File: src/sv/lrupr_pkg.sv
// Shared constants, types and helpers for the LRU page replacement block.
// Used by the front, queue, back and top level modules; depends on nothing.
package lrupr_pkg;

	localparam int MAX_FRAMES = 16;
	localparam int PAGE_BITS  = 16;
	localparam int FRAME_W    = $clog2(MAX_FRAMES);
	localparam int RANK_W     = $clog2(MAX_FRAMES);
	localparam int ACT_W      = $clog2(MAX_FRAMES + 1);
	localparam int CNT_W      = 32;
	localparam int TREE_LVLS  = $clog2(MAX_FRAMES);
	localparam int QDEPTH     = 2;
	localparam int QPTR_W     = $clog2(QDEPTH);
	localparam int QCNT_W     = $clog2(QDEPTH + 1);

	typedef logic [PAGE_BITS-1:0] page_t;
	typedef logic [FRAME_W-1:0]   frame_t;
	typedef logic [RANK_W-1:0]    rank_t;
	typedef logic [CNT_W-1:0]     cnt_t;
	typedef logic [ACT_W-1:0]     act_t;

	// Snapshot of the frame table, driven by the back end.
	typedef struct packed {
		logic [MAX_FRAMES-1:0]         valid;
		logic [MAX_FRAMES-1:0][PAGE_BITS-1:0] page;
		logic [MAX_FRAMES-1:0][RANK_W-1:0]    rank;
	} table_view_t;

	// Classified request handed from the front end to the back end.
	typedef struct packed {
		logic   hit;
		frame_t frame;
		logic   ev_valid;
		page_t  ev_page;
		page_t  page;
	} decision_t;

	// Index of the lowest set bit; zero when no bit is set.
	function automatic frame_t lowest_set(input logic [MAX_FRAMES-1:0] vec);
		frame_t idx;
		idx = '0;
		for (int j = MAX_FRAMES - 1; j >= 0; j--) begin
			if (vec[j]) idx = FRAME_W'(j);
		end
		return idx;
	endfunction

endpackage

File: src/sv/lrupr_queue.sv
// Short decision queue between the front end and the back end.
// Depends on lrupr_pkg for the decision type and queue depth.
module lrupr_queue (
	input  logic                 clk,
	input  logic                 arst_n,
	input  logic                 push,
	input  lrupr_pkg::decision_t push_data,
	input  logic                 pop,
	output lrupr_pkg::decision_t pop_data,
	output logic                 empty
);
	import lrupr_pkg::*;

	decision_t           entry_q [QDEPTH];
	logic [QPTR_W-1:0]   wr_ptr_q;
	logic [QPTR_W-1:0]   rd_ptr_q;
	logic [QCNT_W-1:0]   cnt_q;

	assign empty    = (cnt_q == '0);
	assign pop_data = entry_q[rd_ptr_q];

	// Pointers and fill count.
	always_ff @(posedge clk or negedge arst_n) begin
		if (!arst_n) begin
			wr_ptr_q <= '0;
			rd_ptr_q <= '0;
			cnt_q    <= '0;
		end else begin
			if (push) wr_ptr_q <= wr_ptr_q + QPTR_W'(1);
			if (pop) rd_ptr_q <= rd_ptr_q + QPTR_W'(1);
			if (push && !pop) cnt_q <= cnt_q + QCNT_W'(1);
			else if (pop && !push) cnt_q <= cnt_q - QCNT_W'(1);
		end
	end

	// Entry storage needs no reset.
	always_ff @(posedge clk) begin
		if (push) entry_q[wr_ptr_q] <= push_data;
	end

endmodule

File: src/sv/lrupr_front.sv
// Front end: accepts page requests and classifies them against the frame table.
// Depends on lrupr_pkg; reads the table snapshot driven by lrupr_back.
module lrupr_front (
	input  logic                   clk,
	input  logic                   arst_n,
	input  logic                   in_valid,
	output logic                   in_stall,
	input  lrupr_pkg::page_t       page,
	input  lrupr_pkg::act_t        frames_in_use,
	input  lrupr_pkg::table_view_t view,
	input  logic                   q_empty,
	output logic                   push,
	output lrupr_pkg::decision_t   push_data
);
	import lrupr_pkg::*;

	logic  pend_q;
	page_t page_s1;
	logic  accept;

	act_t                  act;
	logic [MAX_FRAMES-1:0] active;
	logic [MAX_FRAMES-1:0] hit_vec;
	logic [MAX_FRAMES-1:0] empty_vec;
	logic [RANK_W:0]       key  [MAX_FRAMES];
	frame_t                kidx [MAX_FRAMES];
	frame_t                hit_idx;
	frame_t                empty_idx;
	frame_t                old_idx;

	// The request is classified only once the queue has drained, so the
	// table it looks at already reflects every earlier request.
	assign push     = pend_q && q_empty;
	assign in_stall = pend_q && !q_empty;
	assign accept   = in_valid && !in_stall;

	always_ff @(posedge clk or negedge arst_n) begin
		if (!arst_n) begin
			pend_q <= 1'b0;
		end else if (accept) begin
			pend_q <= 1'b1;
		end else if (push) begin
			pend_q <= 1'b0;
		end
	end

	always_ff @(posedge clk) begin
		if (accept) page_s1 <= page;
	end

	// Tag compare, empty search and oldest-frame tree over the active frames.
	always_comb begin
		if (frames_in_use == '0) act = ACT_W'(1);
		else if (frames_in_use > ACT_W'(MAX_FRAMES)) act = ACT_W'(MAX_FRAMES);
		else act = frames_in_use;

		for (int j = 0; j < MAX_FRAMES; j++) begin
			active[j]    = (ACT_W'(j) < act);
			hit_vec[j]   = active[j] && view.valid[j] && (view.page[j] == page_s1);
			empty_vec[j] = active[j] && !view.valid[j];
			key[j]       = {active[j], view.rank[j]};
			kidx[j]      = FRAME_W'(j);
		end

		// Pairwise maximum, the lower frame wins a tie.
		for (int lvl = 0; lvl < TREE_LVLS; lvl++) begin
			for (int i = 0; i < MAX_FRAMES; i += (2 << lvl)) begin
				if (i + (1 << lvl) < MAX_FRAMES) begin
					if (key[i + (1 << lvl)] > key[i]) begin
						key[i]  = key[i + (1 << lvl)];
						kidx[i] = kidx[i + (1 << lvl)];
					end
				end
			end
		end

		hit_idx   = lowest_set(hit_vec);
		empty_idx = lowest_set(empty_vec);
		old_idx   = kidx[0];

		push_data.hit      = |hit_vec;
		push_data.ev_valid = !(|hit_vec) && !(|empty_vec);
		push_data.page     = page_s1;
		if (|hit_vec) push_data.frame = hit_idx;
		else if (|empty_vec) push_data.frame = empty_idx;
		else push_data.frame = old_idx;
		push_data.ev_page = push_data.ev_valid ? view.page[old_idx] : '0;
	end

endmodule

File: src/sv/lrupr_back.sv
// Back end: holds the frame table, applies each decision and drives results.
// Depends on lrupr_pkg; takes decisions from lrupr_queue.
module lrupr_back (
	input  logic                   clk,
	input  logic                   arst_n,
	input  logic                   q_empty,
	input  lrupr_pkg::decision_t   pop_data,
	output logic                   pop,
	output lrupr_pkg::table_view_t view,
	output logic                   out_valid,
	input  logic                   out_stall,
	output logic                   hit,
	output lrupr_pkg::frame_t      frame_index,
	output logic                   evicted_valid,
	output lrupr_pkg::page_t       evicted_page,
	output lrupr_pkg::cnt_t        hit_count,
	output lrupr_pkg::cnt_t        fault_count
);
	import lrupr_pkg::*;

	logic [MAX_FRAMES-1:0] valid_q;
	rank_t                 rank_q [MAX_FRAMES];
	page_t                 page_q [MAX_FRAMES];
	cnt_t                  hits_q;
	cnt_t                  faults_q;
	logic                  out_valid_q;
	logic                  hit_q;
	frame_t                frame_q;
	logic                  ev_valid_q;
	page_t                 ev_page_q;

	logic [RANK_W:0] limit;
	rank_t           rank_nxt [MAX_FRAMES];

	// A decision leaves the queue when the result slot is free or being taken.
	assign pop = !q_empty && (!out_valid_q || !out_stall);

	always_comb begin
		for (int j = 0; j < MAX_FRAMES; j++) begin
			view.valid[j] = valid_q[j];
			view.page[j]  = page_q[j];
			view.rank[j]  = rank_q[j];
		end
	end

	// Promotion: frames younger than the chosen one age by one. An empty
	// frame counts as older than all others.
	always_comb begin
		limit = valid_q[pop_data.frame] ? {1'b0, rank_q[pop_data.frame]}
		                                : (RANK_W + 1)'(MAX_FRAMES + 1);
		for (int j = 0; j < MAX_FRAMES; j++) begin
			if (FRAME_W'(j) == pop_data.frame) rank_nxt[j] = '0;
			else if (valid_q[j] && ({1'b0, rank_q[j]} < limit))
				rank_nxt[j] = rank_q[j] + RANK_W'(1);
			else rank_nxt[j] = rank_q[j];
		end
	end

	// Table control state, totals and result register.
	always_ff @(posedge clk or negedge arst_n) begin
		if (!arst_n) begin
			valid_q     <= '0;
			hits_q      <= '0;
			faults_q    <= '0;
			out_valid_q <= 1'b0;
			for (int j = 0; j < MAX_FRAMES; j++) rank_q[j] <= '0;
		end else begin
			if (pop) begin
				valid_q[pop_data.frame] <= 1'b1;
				for (int j = 0; j < MAX_FRAMES; j++) rank_q[j] <= rank_nxt[j];
				if (pop_data.hit) begin
					if (hits_q != '1) hits_q <= hits_q + CNT_W'(1);
				end else begin
					if (faults_q != '1) faults_q <= faults_q + CNT_W'(1);
				end
				out_valid_q <= 1'b1;
			end else if (!out_stall) begin
				out_valid_q <= 1'b0;
			end
		end
	end

	// Payload registers.
	always_ff @(posedge clk) begin
		if (pop) begin
			page_q[pop_data.frame] <= pop_data.page;
			hit_q      <= pop_data.hit;
			frame_q    <= pop_data.frame;
			ev_valid_q <= pop_data.ev_valid;
			ev_page_q  <= pop_data.ev_page;
		end
	end

	assign out_valid     = out_valid_q;
	assign hit           = hit_q;
	assign frame_index   = frame_q;
	assign evicted_valid = ev_valid_q;
	assign evicted_page  = ev_page_q;
	assign hit_count     = hits_q;
	assign fault_count   = faults_q;

endmodule

File: src/sv/lru_page_replacement.sv
// Top level of the LRU page replacement block: configuration register and
// the front end, decision queue and back end. Depends on lrupr_pkg.
//
// Usage:
// Requests arrive on in_valid/in_stall with the page number on page; a
// transaction completes at an edge where in_valid is high and in_stall low.
// Results leave on out_valid/out_stall, one per request, in request order.
// The frames_in_use register is written through cfg_valid/cfg_ready/cfg_data
// (cfg_ready is always high); write it only while no request is in flight.
// A request is registered in the front end, classified into the decision queue
// and then registered as a result by the back end. When requests follow without
// a gap, a request accepted next waits for the previous decision to leave the queue.
// The front end takes a new request as it passes the previous decision to the
// queue, but classifies it only after the back end has taken that decision out
// of the queue, so the lookup always sees the updated table and rank order.
// A stalled result holds its value; the back end keeps one decision queued
// and the front end holds one accepted request, then raises in_stall.
// Reset empties every frame, clears ranks and totals and sets frames_in_use
// to 16; no clearing pass is needed, the block is ready at once.
module lru_page_replacement (
	input  logic                     clk,
	input  logic                     arst_n,
	input  logic                     in_valid,
	output logic                     in_stall,
	input  lrupr_pkg::page_t         page,
	output logic                     out_valid,
	input  logic                     out_stall,
	output logic                     hit,
	output lrupr_pkg::frame_t        frame_index,
	output logic                     evicted_valid,
	output lrupr_pkg::page_t         evicted_page,
	output lrupr_pkg::cnt_t          hit_count,
	output lrupr_pkg::cnt_t          fault_count,
	input  logic                     cfg_valid,
	output logic                     cfg_ready,
	input  lrupr_pkg::act_t          cfg_data
);
	import lrupr_pkg::*;

	act_t        frames_q;
	table_view_t view;
	logic        push;
	logic        pop;
	logic        q_empty;
	decision_t   push_data;
	decision_t   pop_data;

	// Configuration register.
	assign cfg_ready = 1'b1;

	always_ff @(posedge clk or negedge arst_n) begin
		if (!arst_n) begin
			frames_q <= ACT_W'(MAX_FRAMES);
		end else if (cfg_valid && cfg_ready) begin
			frames_q <= cfg_data;
		end
	end

	lrupr_front u_front (
		.clk           (clk),
		.arst_n        (arst_n),
		.in_valid      (in_valid),
		.in_stall      (in_stall),
		.page          (page),
		.frames_in_use (frames_q),
		.view          (view),
		.q_empty       (q_empty),
		.push          (push),
		.push_data     (push_data)
	);

	lrupr_queue u_queue (
		.clk       (clk),
		.arst_n    (arst_n),
		.push      (push),
		.push_data (push_data),
		.pop       (pop),
		.pop_data  (pop_data),
		.empty     (q_empty)
	);

	lrupr_back u_back (
		.clk           (clk),
		.arst_n        (arst_n),
		.q_empty       (q_empty),
		.pop_data      (pop_data),
		.pop           (pop),
		.view          (view),
		.out_valid     (out_valid),
		.out_stall     (out_stall),
		.hit           (hit),
		.frame_index   (frame_index),
		.evicted_valid (evicted_valid),
		.evicted_page  (evicted_page),
		.hit_count     (hit_count),
		.fault_count   (fault_count)
	);

	// The front end never classifies while a decision is still pending.
	a_push_on_empty: assert property (@(posedge clk) disable iff (!arst_n)
		push |-> q_empty)
		else $error("request classified against a stale frame table");

	// A hit never reports an eviction.
	a_hit_no_evict: assert property (@(posedge clk) disable iff (!arst_n)
		(pop && pop_data.hit) |-> !pop_data.ev_valid)
		else $error("hit decision carries an eviction");

	// Every decision taken by the back end shows up as a result.
	a_pop_result: assert property (@(posedge clk) disable iff (!arst_n)
		pop |=> out_valid)
		else $error("decision taken without a result");

	// The chosen frame is marked valid after the update.
	a_frame_valid: assert property (@(posedge clk) disable iff (!arst_n)
		pop |=> view.valid[$past(pop_data.frame)])
		else $error("updated frame not marked valid");

endmodule
File: config.mk
export PLATFORM = sky130hd
export DESIGN_NAME = lru_page_replacement
export DESIGN_NICKNAME = d
export VERILOG_FILES = /design/src/sv/lrupr_pkg.sv /design/src/sv/lrupr_queue.sv /design/src/sv/lrupr_front.sv /design/src/sv/lrupr_back.sv /design/src/sv/lru_page_replacement.sv
export SDC_FILE = /design/constraint.sdc
export NUM_CORES = 1
export LEC_CHECK = 0
export ABC_AREA = 0
export ABC_CLOCK_PERIOD_IN_PS = 8800
export BUFFER_PORTS_ARGS = -buffer_cell sky130_fd_sc_hd__buf_2
export CORE_MARGIN = 5
export CORE_UTILIZATION = 26
export DETAILED_ROUTE_END_ITERATION = 16
export GPL_TIMING_DRIVEN = 1
export SLEW_MARGIN = 20
export SYNTH_ARGS = -nofsm -noshare
export SYNTH_HDL_FRONTEND = slang
export SYNTH_HIERARCHICAL = 1
export SYNTH_SLANG_ARGS = --single-unit
File: constraint.sdc
create_clock -name clk -period 8.8 [get_ports clk]
set_clock_uncertainty 0.1 [all_clocks]
set_input_delay 1.76 -clock clk [delete_from_list [all_inputs] [get_ports clk]]
set_output_delay 1.76 -clock clk [all_outputs]
set_load 0.02 [all_outputs]
==> impl_results.md, run 1 <==
- Run status: finished clean
- Number of maximum-capacitance violations: 0
- Quantity of I/O buffers inserted on ports: 113
- Number of slew-limit violations in the final report: 0
- DR iter-0 viols: 2,056
- Met1 layer usage reported by global route: 20.2%
- Number of global-route vias before repair: 21,700
- Site row count: 125
- Final hold violation count: 0
- Final net count: 3,001
- Post-DP Area: 0.0330 mm²
- Total wire length: 94,700 µm
- Footprint of the flip-flops and latches: 0.0150 mm²
- Maximum number of pins on one net before global-route repair: 68
- Clock sink count: 525
- Root buffer cell: sky130_fd_sc_hd__clkbuf_16
- Area growth syn-to-layout: 14.9%
- Setup tns final: 0 ns
- Multi-input combinational cell area: 0.0145 mm²
- Setup repair after global routing missed its margin: false
- Fraction of synthesis flops using an asynchronous set or reset pin: 29.5%
- Max stage delay on crit path: 0.50 ns
- Cell with the largest stage delay on the worst path: sky130_fd_sc_hd__dfrtp_1
- Data arrival at the endpoint of the critical path: 8.78 ns
- Initial antenna violation count: 6
- Width of the die: 352 µm
- Final core utilization: 30.1%
- Worst Max-Slew Pin Slew: 1.12 ns
- Number of setup violations in the final report: 0
- Total global-route track usage: 14.7%
- Remaining antenna violation count: 0
- Gpl congestion: 0.909
- CP dominant cell by count: sky130_fd_sc_hd__ha_1
- Yosys Warn Count: 6
- Hold buffer count at CTS: 0
- Met2 demand-to-capacity share in global routing: 23.7%
- Met3 Use GR: 2.78%
- Mapped Area: 0.0305 mm²
- Post-route cell area: 0.0350 mm²
- Worst relative slew slack: 25.6%
- Total global routing overflow: 0
- Iteration count of the initial detailed-routing pass: 6
- DR vias: 22,600
- Number of buffers created by CTS: 55
- Capturing element type of the critical path: register
- Clock latency on the worst-skew pair: 0.65 ns
- Fraction of layout instances using a drive strength above 1: 15.7%
- Die area: 0.124 mm²
- Commonest non-fill, non-tap cells in the layout: sky130_fd_sc_hd__edfxtp_1, sky130_fd_sc_hd__nand2_1, sky130_fd_sc_hd__xnor2_1
- Critical path peak fanout: 31
- Max Root-Sink Buffers: 3
- Top FF cell, synth: sky130_fd_sc_hd__edfxtp_1
- Critical path startpoint category: register
- Clock-pin transition on the worst setup and hold timing paths: 0.06 ns
- Chip height: 352 µm
- Initial standard-cell utilization of the core: 26.2%
- HPWL after detailed placement: 68,100 µm
- Sequential element share of the synthesized area: 49.2%
- EDFF count, synth: 370
- First-pass GRT wire length: 141,000 µm
- Final period util: 95.1%
- Unique cell type count in the Yosys netlist: 80
- Classification of the worst setup path: reg2reg
- Post-Synthesis Net Count: 2,868
- Average wire per cell in the routed design: 21.5 µm
- Class of the worst hold path: reg2reg
- Average size of a mapped cell: 11.3 µm²
- Ports placed on the boundary: 115
- Commonest non-fill, non-tap cell in the layout: sky130_fd_sc_hd__edfxtp_1
- H-tree levels: 2
- Final critical-path required period: 8.37 ns
- Synth Instances: 2,702
- Busiest layer in global routing: met2
- Standard cell core area: 0.116 mm²
- Clock tree from TritonCTS: yes
- Required time at the worst-slack endpoint: 9.21 ns
- Fill cell instance count of the final layout: 11,900
- Post-DR vias/cell: 5.12
- Residual DRC count: 0
- Flop and latch count out of synthesis: 525
- Highest Clock Rate: 0.120 GHz
- Worst setup slack for register-to-register paths: 0.43 ns
## path summary, 6_finish.rpt
check	startpoint	to	depth (start not counted)
min in group asynchronous	arst_n	u_back/view[24]	1
setup / recovery	frames_q[3]	u_queue/entry_q[1][28]	35
hold reg to reg	u_queue/cnt_q[1]	u_queue/cnt_q[1]	1
setup reg to reg	frames_q[3]	u_queue/entry_q[1][28]	35
hold / removal	u_queue/cnt_q[1]	u_queue/cnt_q[1]	1
max in group asynchronous	arst_n	u_queue/rd_ptr_q	3
## worst max-delay path: cells and delay by family (launching register included)
family | cells | cell delay (ns)
simple gates | 7 | 1.39
flops | 1 | 0.50
mux | 4 | 1.06
buf+inv | 7 | 1.25
fa+ha+maj | 4 | 1.08
compound gates | 13 | 2.81
## sequential cells by signal, summed over array words and instances (netlist names), 2 cells and up
name and count:
u_back/hit_count 32, u_back/view 64, u_back/frame_index 4, u_back/fault_count 32, u_front/page_s1 16, u_back/valid_q 16, frames_q 5, u_back/page_q 256
u_queue/entry_q 76, u_queue/cnt_q 2, u_back/evicted_page 16
## cells by family after synthesis
kind of cell,after synthesis,share of synthesized area [%]
simple gates,803,13.1
buf+inv,234,3.46
mux,237,9.22
fa+ha+maj,140,5.75
xor+xnor,319,9.16
compound gates,442,10.1
flops,525,49.2
other cells,2,0.0246
## layer usage
| metal | wire, µm | vias to the layer above | part of all wire [%] |
|---|---|---|---|
| met5 | 24 | - | 0.025 |
| met4 | 2610 | 4 | 2.8 |
| met3 | 7290 | 159 | 7.7 |
| met2 | 43100 | 817 | 46 |
| met1 | 41700 | 11300 | 44 |
| li1 | - | 10300 | - |
## through the flow
stage / setup WS (ns) / hold WS (ns) / std cells
floorplan: 1.36 / 0.339 / 2702
global placement: 0.344 / 0.359 / 4295
detailed placement: 0.128 / 0.364 / 4295
CTS: 0.116 / 0.372 / 4397
global route: 0.00148 / 0.401 / 4404
finish: 0.433 / 0.372 / 4408
## cell type report
class / count / area share, %
sequential: 525 / 42.8
multi-input combinational: 1943 / 41.5
antenna: 4 / 0.0286
timing repair buffer: 190 / 3.46
clock inverter: 19 / 0.904
clock buffer: 83 / 4.58
tap: 1524 / 5.44
inverter: 120 / 1.29
## repair_timing
item                                    4_1_cts  5_1_grt
buffers inserted                              0        7
gates resized for setup                       0        7
endpoints found under the setup margin        0       34
## synthesized netlist by cell type, types with 16 or more instances
| cell type | instances | share of area (%) |
|---|---|---|
| sky130_fd_sc_hd__mux2i_1 | 114 | 3.7 |
| sky130_fd_sc_hd__o211a_1 | 21 | 0.69 |
| sky130_fd_sc_hd__nand2_1 | 240 | 3.0 |
| sky130_fd_sc_hd__a21oi_1 | 85 | 1.4 |
| sky130_fd_sc_hd__or4_1 | 30 | 0.74 |
| sky130_fd_sc_hd__a22oi_1 | 17 | 0.42 |
| sky130_fd_sc_hd__ha_1 | 140 | 5.7 |
| sky130_fd_sc_hd__o21a_1 | 24 | 0.59 |
| sky130_fd_sc_hd__nor2b_1 | 21 | 0.43 |
| sky130_fd_sc_hd__edfxtp_1 | 370 | 36 |
| sky130_fd_sc_hd__xor2_1 | 83 | 2.4 |
| sky130_fd_sc_hd__buf_2 | 44 | 0.72 |
| sky130_fd_sc_hd__nand3_1 | 96 | 1.6 |
| sky130_fd_sc_hd__xnor2_1 | 236 | 6.8 |
| sky130_fd_sc_hd__nand2b_1 | 34 | 0.70 |
| sky130_fd_sc_hd__a211oi_1 | 33 | 0.81 |
| sky130_fd_sc_hd__nor4_1 | 23 | 0.47 |
| sky130_fd_sc_hd__inv_1 | 119 | 1.5 |
| sky130_fd_sc_hd__o21ai_0 | 69 | 1.1 |
| sky130_fd_sc_hd__o211ai_1 | 65 | 1.6 |
| sky130_fd_sc_hd__clkbuf_1 | 43 | 0.53 |
| sky130_fd_sc_hd__dfrtp_1 | 154 | 13 |
| sky130_fd_sc_hd__o22ai_1 | 25 | 0.51 |
| sky130_fd_sc_hd__mux4_2 | 22 | 1.6 |
| sky130_fd_sc_hd__mux2_2 | 77 | 2.8 |
| sky130_fd_sc_hd__nand4_1 | 91 | 1.9 |
| sky130_fd_sc_hd__or3_1 | 16 | 0.33 |
| sky130_fd_sc_hd__nor3_1 | 35 | 0.57 |
| sky130_fd_sc_hd__nor2_1 | 153 | 1.9 |
| sky130_fd_sc_hd__or2_2 | 20 | 0.41 |
Power of run 1 is not shown: default switching activity piles up to over one toggle a cycle in this logic, so the estimate is an artifact.
==> run 2, diff against run 1 <==
--- a/config.mk
+++ b/config.mk
@@ -6,9 +6,9 @@
 export NUM_CORES = 1
 export LEC_CHECK = 0
 export ABC_AREA = 0
-export ABC_CLOCK_PERIOD_IN_PS = 8800
+export ABC_CLOCK_PERIOD_IN_PS = 10600
 export BUFFER_PORTS_ARGS = -buffer_cell sky130_fd_sc_hd__buf_2
-export CORE_MARGIN = 5
+export CORE_MARGIN = 2
 export CORE_UTILIZATION = 26
 export DETAILED_ROUTE_END_ITERATION = 16
 export GPL_TIMING_DRIVEN = 1
==> constraint.sdc (replaced) <==
create_clock -name clk -period 10.6 [get_ports clk]
set_clock_uncertainty 0.1 [all_clocks]
set_input_delay 2.12 -clock clk [delete_from_list [all_inputs] [get_ports clk]]
set_output_delay 2.12 -clock clk [all_outputs]
set_load 0.02 [all_outputs]
==> run 2 against run 1 <==
Against the previous run:
- largest cell class unchanged
- critical path type unchanged
- register-to-register slack better by 0.07 ns
- hold slack better by 0.0038 ns
- fmax down 17%
- sequential share of layout area up 0.20 points
- critical endpoint is now u_queue/entry_q[0][23]
- sequential cell count unchanged
- final cell count down 0.52%
- non-clock buffer count down 24
- first-iteration DRC count up 17%
- routed wire length up 1.4%
==> impl_results.md, run 2 (same netlist as run 1, synthesis figures left out) <==
- Total global routing overflow: 0 (unchanged)
- Number of maximum-capacitance violations: 0 (unchanged)
- Commonest non-fill, non-tap cell in the layout: sky130_fd_sc_hd__edfxtp_1
- First-pass GRT wire length: 143,000 µm (+0.82%)
- Flip-flop count of the largest register after layout: 256 (unchanged)
- Setup repair after global routing missed its margin: false
- Standard cell core area: 0.116 mm² (-0.13%)
- Fill cell instance count of the final layout: 11,800 (-0.43%)
- ANT cells: 0 (-4)
- Site row count: 125 (unchanged)
- Final net count: 2,979 (-0.73%)
- Remaining antenna violation count: 0 (unchanged)
- Post-route non-filler standard cell count: 4,385 (-0.52%)
- Number of global-route vias before repair: 21,800 (+0.38%)
- Root buffer cell: sky130_fd_sc_hd__clkbuf_16
- Fraction of layout instances using a drive strength above 1: 15.0% (-0.70 points)
- Highest Clock Rate: 0.0990 GHz (-17%)
- Iteration count of the initial detailed-routing pass: 8 (+2)
- Max stage delay on crit path: 0.65 ns (+0.15 ns)
- Max Root-Sink Buffers: 3 (unchanged)
- Post-DR vias/cell: 5.14 (+0.41%)
- CP bufs+invs: 3 (-4)
- Worst Max-Slew Pin Slew: 1.00 ns (-0.113 ns)
- Post-place setup slack: 0.729 ns (+0.601 ns)
- Total global-route track usage: 15.5% (+0.82 points)
- Final critical-path required period: 10.10 ns (+1.73 ns)
- Initial antenna violation count: 7 (+1)
- Gpl congestion: 0.901 (-0.95%)
- Run status: finished clean
- Multi-input combinational cell area: 0.0145 mm² (-0.15%)
- Number of slew-limit violations in the final report: 0 (unchanged)
- Maximum number of pins on one net before global-route repair: 65 (-4.4%)
- Chip height: 346 µm (-1.7%)
- Final period util: 95.3% (+0.18 points)
- Capturing element type of the critical path: register
- Number of setup violations in the final report: 0 (unchanged)
- Number of buffers created by CTS: 56 (+1.8%)
- Die area: 0.120 mm² (-3.4%)
- DR iter-0 viols: 2,405 (+17%)
- Quantity of I/O buffers inserted on ports: 113 (unchanged)
- Most flop-heavy register: u_back/page_q
- Initial standard-cell utilization of the core: 26.2% (+0.035 points)
- Area growth syn-to-layout: 14.4%
- Data arrival at the endpoint of the critical path: 10.39 ns (+1.61 ns)
- DR vias: 22,500 (-0.11%)
- HPWL after detailed placement: 67,000 µm (-1.7%)
- Cell with the largest stage delay on the worst path: sky130_fd_sc_hd__o21ai_1
- Commonest non-fill, non-tap cells in the layout: sky130_fd_sc_hd__edfxtp_1, sky130_fd_sc_hd__nand2_1, sky130_fd_sc_hd__xnor2_1
- Total wire length: 96,000 µm (+1.4%)
- Width of the die: 346 µm (-1.7%)
- Final worst slack: 0.503 ns (+0.0699 ns)
- Class of the worst hold path: reg2reg
- Ports placed on the boundary: 115 (unchanged)
- Clock tree from TritonCTS: yes
- Final hold violation count: 0 (unchanged)
- Footprint of the flip-flops and latches: 0.0150 mm² (unchanged)
- Number of cells traversed by the worst hold path: 1 (unchanged)
- Post-placement cell count: 4,278 (-0.40%)
- Clock-pin transition on the worst setup and hold timing paths: 0.06 ns (about the same)
- Worst r2r path cells: 33 (-5.7%)
- Residual DRC count: 0 (unchanged)
- CP dominant cell by count: sky130_fd_sc_hd__ha_1
- Post-CTS setup buffer count: 0 (unchanged)
- Classification of the worst setup path: reg2reg
- Setup tns final: 0 ns (unchanged)
- Critical path depth: 33 (-5.7%)
- Final core utilization: 30.0% (-0.097 points)
- Average wire per cell in the routed design: 21.9 µm (+1.9%)
- Critical path peak fanout: 25 (-19%)
- CP delay by family, top: compound AO/OA/AOI/OAI gates
- Clock sink count: 525 (unchanged)
- H-tree levels: 2 (unchanged)
- Critical path startpoint category: register
- Clock latency on the worst-skew pair: 0.65 ns (about the same)
- Required time at the worst-slack endpoint: 10.89 ns (+1.68 ns)
- Worst relative slew slack: 32.9% (+7.4 points)
## run 2: routing by layer
layer  share of wire, %  track usage [%]  vias up
li1                   -                -    10200
met1                 44             21.6    11200
met2                 46             24.9      899
met3                7.3             2.39      165
met4                2.5             4.14        8
met5              0.048                0        -
## run 2: worst paths after layout
check | end | from | slack [ns]
worst max-delay path | u_queue/entry_q[0][23] | frames_q[3] | 0.50
worst min-delay path | u_queue/cnt_q[1] | u_queue/cnt_q[1] | 0.38
worst max register to register | u_queue/entry_q[0][23] | frames_q[3] | 0.50
worst min register to register | u_queue/cnt_q[1] | u_queue/cnt_q[1] | 0.38
max in group asynchronous | u_queue/rd_ptr_q | arst_n | 7.21
min in group asynchronous | u_back/view[37] | arst_n | 1.37
## run 2: cell type report
type                    count  share of cell area, %
well taps                1524                   5.47
clock buffers              62                   4.08
clock inverters            44                   1.71
repair buffers            166                   2.82
multi-input cells        1944                   41.6
inverters                 120                   1.29
flip-flops and latches    525                   43.0
## run 2: per-stage QoR
stage / hold WS, ns / instance area [µm²]
after floorplan: 0.339 / 30500
after global placement: 0.357 / 32800
after detailed placement: 0.374 / 32800
after CTS: 0.382 / 34900
after global routing: 0.404 / 34900
final: 0.376 / 34900
## run 2: repair_timing
action                     CTS  global route
hold endpoints to repair     0             0
hold buffers                 0             0
resized for setup            0             1
setup endpoints to repair    0             2
Power of run 2 is left out for the same reason.
==> run 3, diff against run 2 <==
--- a/config.mk
+++ b/config.mk
@@ -5,7 +5,7 @@
 export SDC_FILE = /design/constraint.sdc
 export NUM_CORES = 1
 export LEC_CHECK = 0
-export ABC_AREA = 0
+export ABC_AREA = 1
 export ABC_CLOCK_PERIOD_IN_PS = 10600
 export BUFFER_PORTS_ARGS = -buffer_cell sky130_fd_sc_hd__buf_2
 export CORE_MARGIN = 2
==> run 3 against run 2 <==
Against the previous run:
- global-route usage rose by 2.5 points
- routed wire length grew 18%
- cell area increased by 2.0%
- final cell count grew 23%
- fmax up 9.1%
- sequential share of layout area down 0.86 points
- count of clock-buffer cells in the layout is 8 higher
- die area is 3.1% higher
- area after synthesis grew 3.2%
- worst setup slack improved by 0.84 ns
==> impl_results.md, run 3 <==
- Post-CTS setup buffer count: 0 (unchanged)
- Unique cell type count in the Yosys netlist: 58 (-28%)
- Critical path peak fanout: 52 (+110%)
- Remaining antenna violation count: 0 (unchanged)
- Number of slew-limit violations in the final report: 0 (unchanged)
- Initial antenna violation count: 3 (-4)
- Final period util: 87.3% (-7.9 points)
- Fraction of layout instances using a drive strength above 1: 11.2% (-3.9 points)
- Run status: finished clean
- Root buffer cell: sky130_fd_sc_hd__clkbuf_16
- Maximum number of pins on one net before global-route repair: 86 (+32%)
- Total wire length: 113,000 µm (+18%)
- Sequential element share of the synthesized area: 47.7% (-1.5 points)
- Iteration count of the initial detailed-routing pass: 6 (-2)
- HPWL after detailed placement: 79,500 µm (+19%)
- Synth top area share: 35.3% (-1.1 points)
- CP dominant cell by count: sky130_fd_sc_hd__nand2_1
- Residual DRC count: 0 (unchanged)
- Number of buffers created by CTS: 55 (-1.8%)
- Total global routing overflow: 0 (unchanged)
- Final hold violation count: 0 (unchanged)
- Post-Synthesis Net Count: 3,815 (+33%)
- Final critical-path required period: 9.26 ns (-0.841 ns)
- Gpl congestion: 0.977 (+8.5%)
- Classification of the worst setup path: reg2reg
- Hold buffer count at CTS: 0 (unchanged)
- Flip-flop count of the largest register after layout: 256 (unchanged)
- Worst relative slew slack: 23.6% (-9.3 points)
- Worst r2r path cells: 42 (+27%)
- Fraction of synthesis flops using an asynchronous set or reset pin: 29.5% (unchanged)
- Site row count: 127 (+1.6%)
- Number of cells traversed by the worst hold path: 2 (+1)
- Max Root-Sink Buffers: 3 (unchanged)
- Final net count: 3,913 (+31%)
- Setup repair after global routing missed its margin: false
- Fill cell instance count of the final layout: 12,600 (+6.6%)
- Max stage delay on crit path: 0.72 ns (+0.07 ns)
- Initial standard-cell utilization of the core: 26.2% (about the same)
- DR iter-0 viols: 3,327 (+38%)
- Cell with the largest stage delay on the worst path: sky130_fd_sc_hd__a32oi_1
- Number of maximum-capacitance violations: 0 (unchanged)
- Most flop-heavy register: u_back/page_q
- Post-placement cell count: 5,302 (+24%)
- List of most frequent post-synthesis cells: sky130_fd_sc_hd__nand2_1, sky130_fd_sc_hd__edfxtp_1, sky130_fd_sc_hd__nand3_1
- Commonest non-fill, non-tap cell in the layout: sky130_fd_sc_hd__nand2_1
- Clock sink count: 525 (unchanged)
- EDFF count, synth: 370 (unchanged)
- Number of setup violations in the final report: 0 (unchanged)
- Post-DR vias/cell: 5.06 (-1.5%)
- Synth Instances: 3,649 (+35%)
- Synth top area cells: sky130_fd_sc_hd__edfxtp_1, sky130_fd_sc_hd__dfrtp_1, sky130_fd_sc_hd__nand2_1
- Clock latency on the worst-skew pair: 0.68 ns (+0.03 ns)
- Cell type with the highest aggregate area in the netlist: sky130_fd_sc_hd__edfxtp_1
- Highest Clock Rate: 0.108 GHz (+9.1%)
- Quantity of I/O buffers inserted on ports: 113 (unchanged)
- Top FF cell, synth: sky130_fd_sc_hd__edfxtp_1
- Flop and latch count out of synthesis: 525 (unchanged)
- Average wire per cell in the routed design: 21.0 µm (-4.3%)
- Total global-route track usage: 18.0% (+2.5 points)
- Count leader, synth: sky130_fd_sc_hd__nand2_1
- Class of the worst hold path: reg2reg
- Final worst slack: 1.34 ns (+0.841 ns)
- Setup tns final: 0 ns (unchanged)
- Yosys Warn Count: 6 (unchanged)
- Average size of a mapped cell: 8.62 µm² (-24%)
- Clock tree from TritonCTS: yes
- Capturing element type of the critical path: register
- Mapped Area: 0.0315 mm² (+3.2%)
- First-pass GRT wire length: 167,000 µm (+17%)
- Required time at the worst-slack endpoint: 10.89 ns (about the same)
- Ports placed on the boundary: 115 (unchanged)
- Width of the die: 352 µm (+1.6%)
- Number of global-route vias before repair: 25,800 (+18%)
- DR vias: 27,400 (+21%)
- H-tree levels: 2 (unchanged)
- Chip height: 352 µm (+1.6%)
- Number of gates resized after cts: 0 (unchanged)
- Post-place setup slack: 1.64 ns (+0.908 ns)
- Worst Max-Slew Pin Slew: 1.14 ns (+0.138 ns)
- Critical path startpoint category: register
- Data arrival at the endpoint of the critical path: 9.54 ns (-0.85 ns)
- Commonest non-fill, non-tap cells in the layout: sky130_fd_sc_hd__nand2_1, sky130_fd_sc_hd__edfxtp_1, sky130_fd_sc_hd__nand3_1
- Area growth syn-to-layout: 13.1%
- Post-route non-filler standard cell count: 5,406 (+23%)
- Standard cell core area: 0.120 mm² (+3.2%)
- Clock-pin transition on the worst setup and hold timing paths: 0.06 ns (about the same)
- Die area: 0.124 mm² (+3.1%)
run 3: changes by cell type in the layout (fill, tap and decap cells not counted), sizes merged, moves of 63 or more:
cell and change:
nor2 +218, xnor2 -195, mux2i -113, nand2 +778, mux2 -63, nand3 +268, inv +175, o21ai +84
run 3: worst max-delay path: cells and delay by family, from the launching register on:
kind | cells | cell delay (ns)
simple gates | 21 | 2.80
compound gates | 11 | 2.49
buf+inv | 6 | 1.61
fa+ha+maj | 4 | 1.32
flops | 1 | 0.63
run 3: cells by family (layout without fill, tap and decap cells):
family	count (synthesis)	in the layout	synth area share, %
and+or+nand+nor	1954	1954	27.2
DFF	525	525	47.7
buffers and inverters	433	577	6.09
AOI/OAI and AO/OA	394	394	7.49
xor gates and xnor gates	162	162	4.51
adders and majority gates	140	140	5.57
muxes	39	39	1.51
other	2	3	0.0239
run 3: final timing paths:
kind,from,slack [ns],to
max,frames_q[4],1.34,u_queue/entry_q[1][27]
min,u_back/out_valid,0.38,u_back/out_valid
max reg2reg,frames_q[4],1.34,u_queue/entry_q[1][27]
min reg2reg,u_back/out_valid,0.38,u_back/out_valid
max in group asynchronous,arst_n,7.46,u_back/view[54]
min in group asynchronous,arst_n,1.44,u_back/fault_count[3]
run 3: area by class of cell:
| class | instances | area, µm² | area share, % |
|---|---|---|---|
| antenna | 1 | 2.50 | 0.00703 |
| clock buffer | 70 | 1480 | 4.17 |
| sequential | 525 | 15000 | 42.1 |
| clock inverter | 33 | 320 | 0.900 |
| tap | 1612 | 2020 | 5.67 |
| inverter | 309 | 1160 | 3.27 |
| multi-input combinational | 2691 | 14600 | 41.1 |
| timing repair buffer | 165 | 987 | 2.77 |
run 3: stage by stage:
step / util (%) / area, µm² / hold slack, ns
final: 29.7 / 35600 / 0.384
after global routing: 29.7 / 35600 / 0.423
after CTS: 29.7 / 35600 / 0.389
after detailed placement: 28.2 / 33800 / 0.375
after global placement: 28.1 / 33800 / 0.367
after floorplan: - / 31500 / 0.339
run 3: layer usage:
metal  up-vias  part of all wire (%)  GRT usage, %
li1      12600                     -             -
met1     13000                    39          22.7
met2      1497                    46          29.2
met3       289                   9.7          3.28
met4         4                   5.6          9.38
met5         -                 0.020             0
Power of run 3 is left out for the same reason.
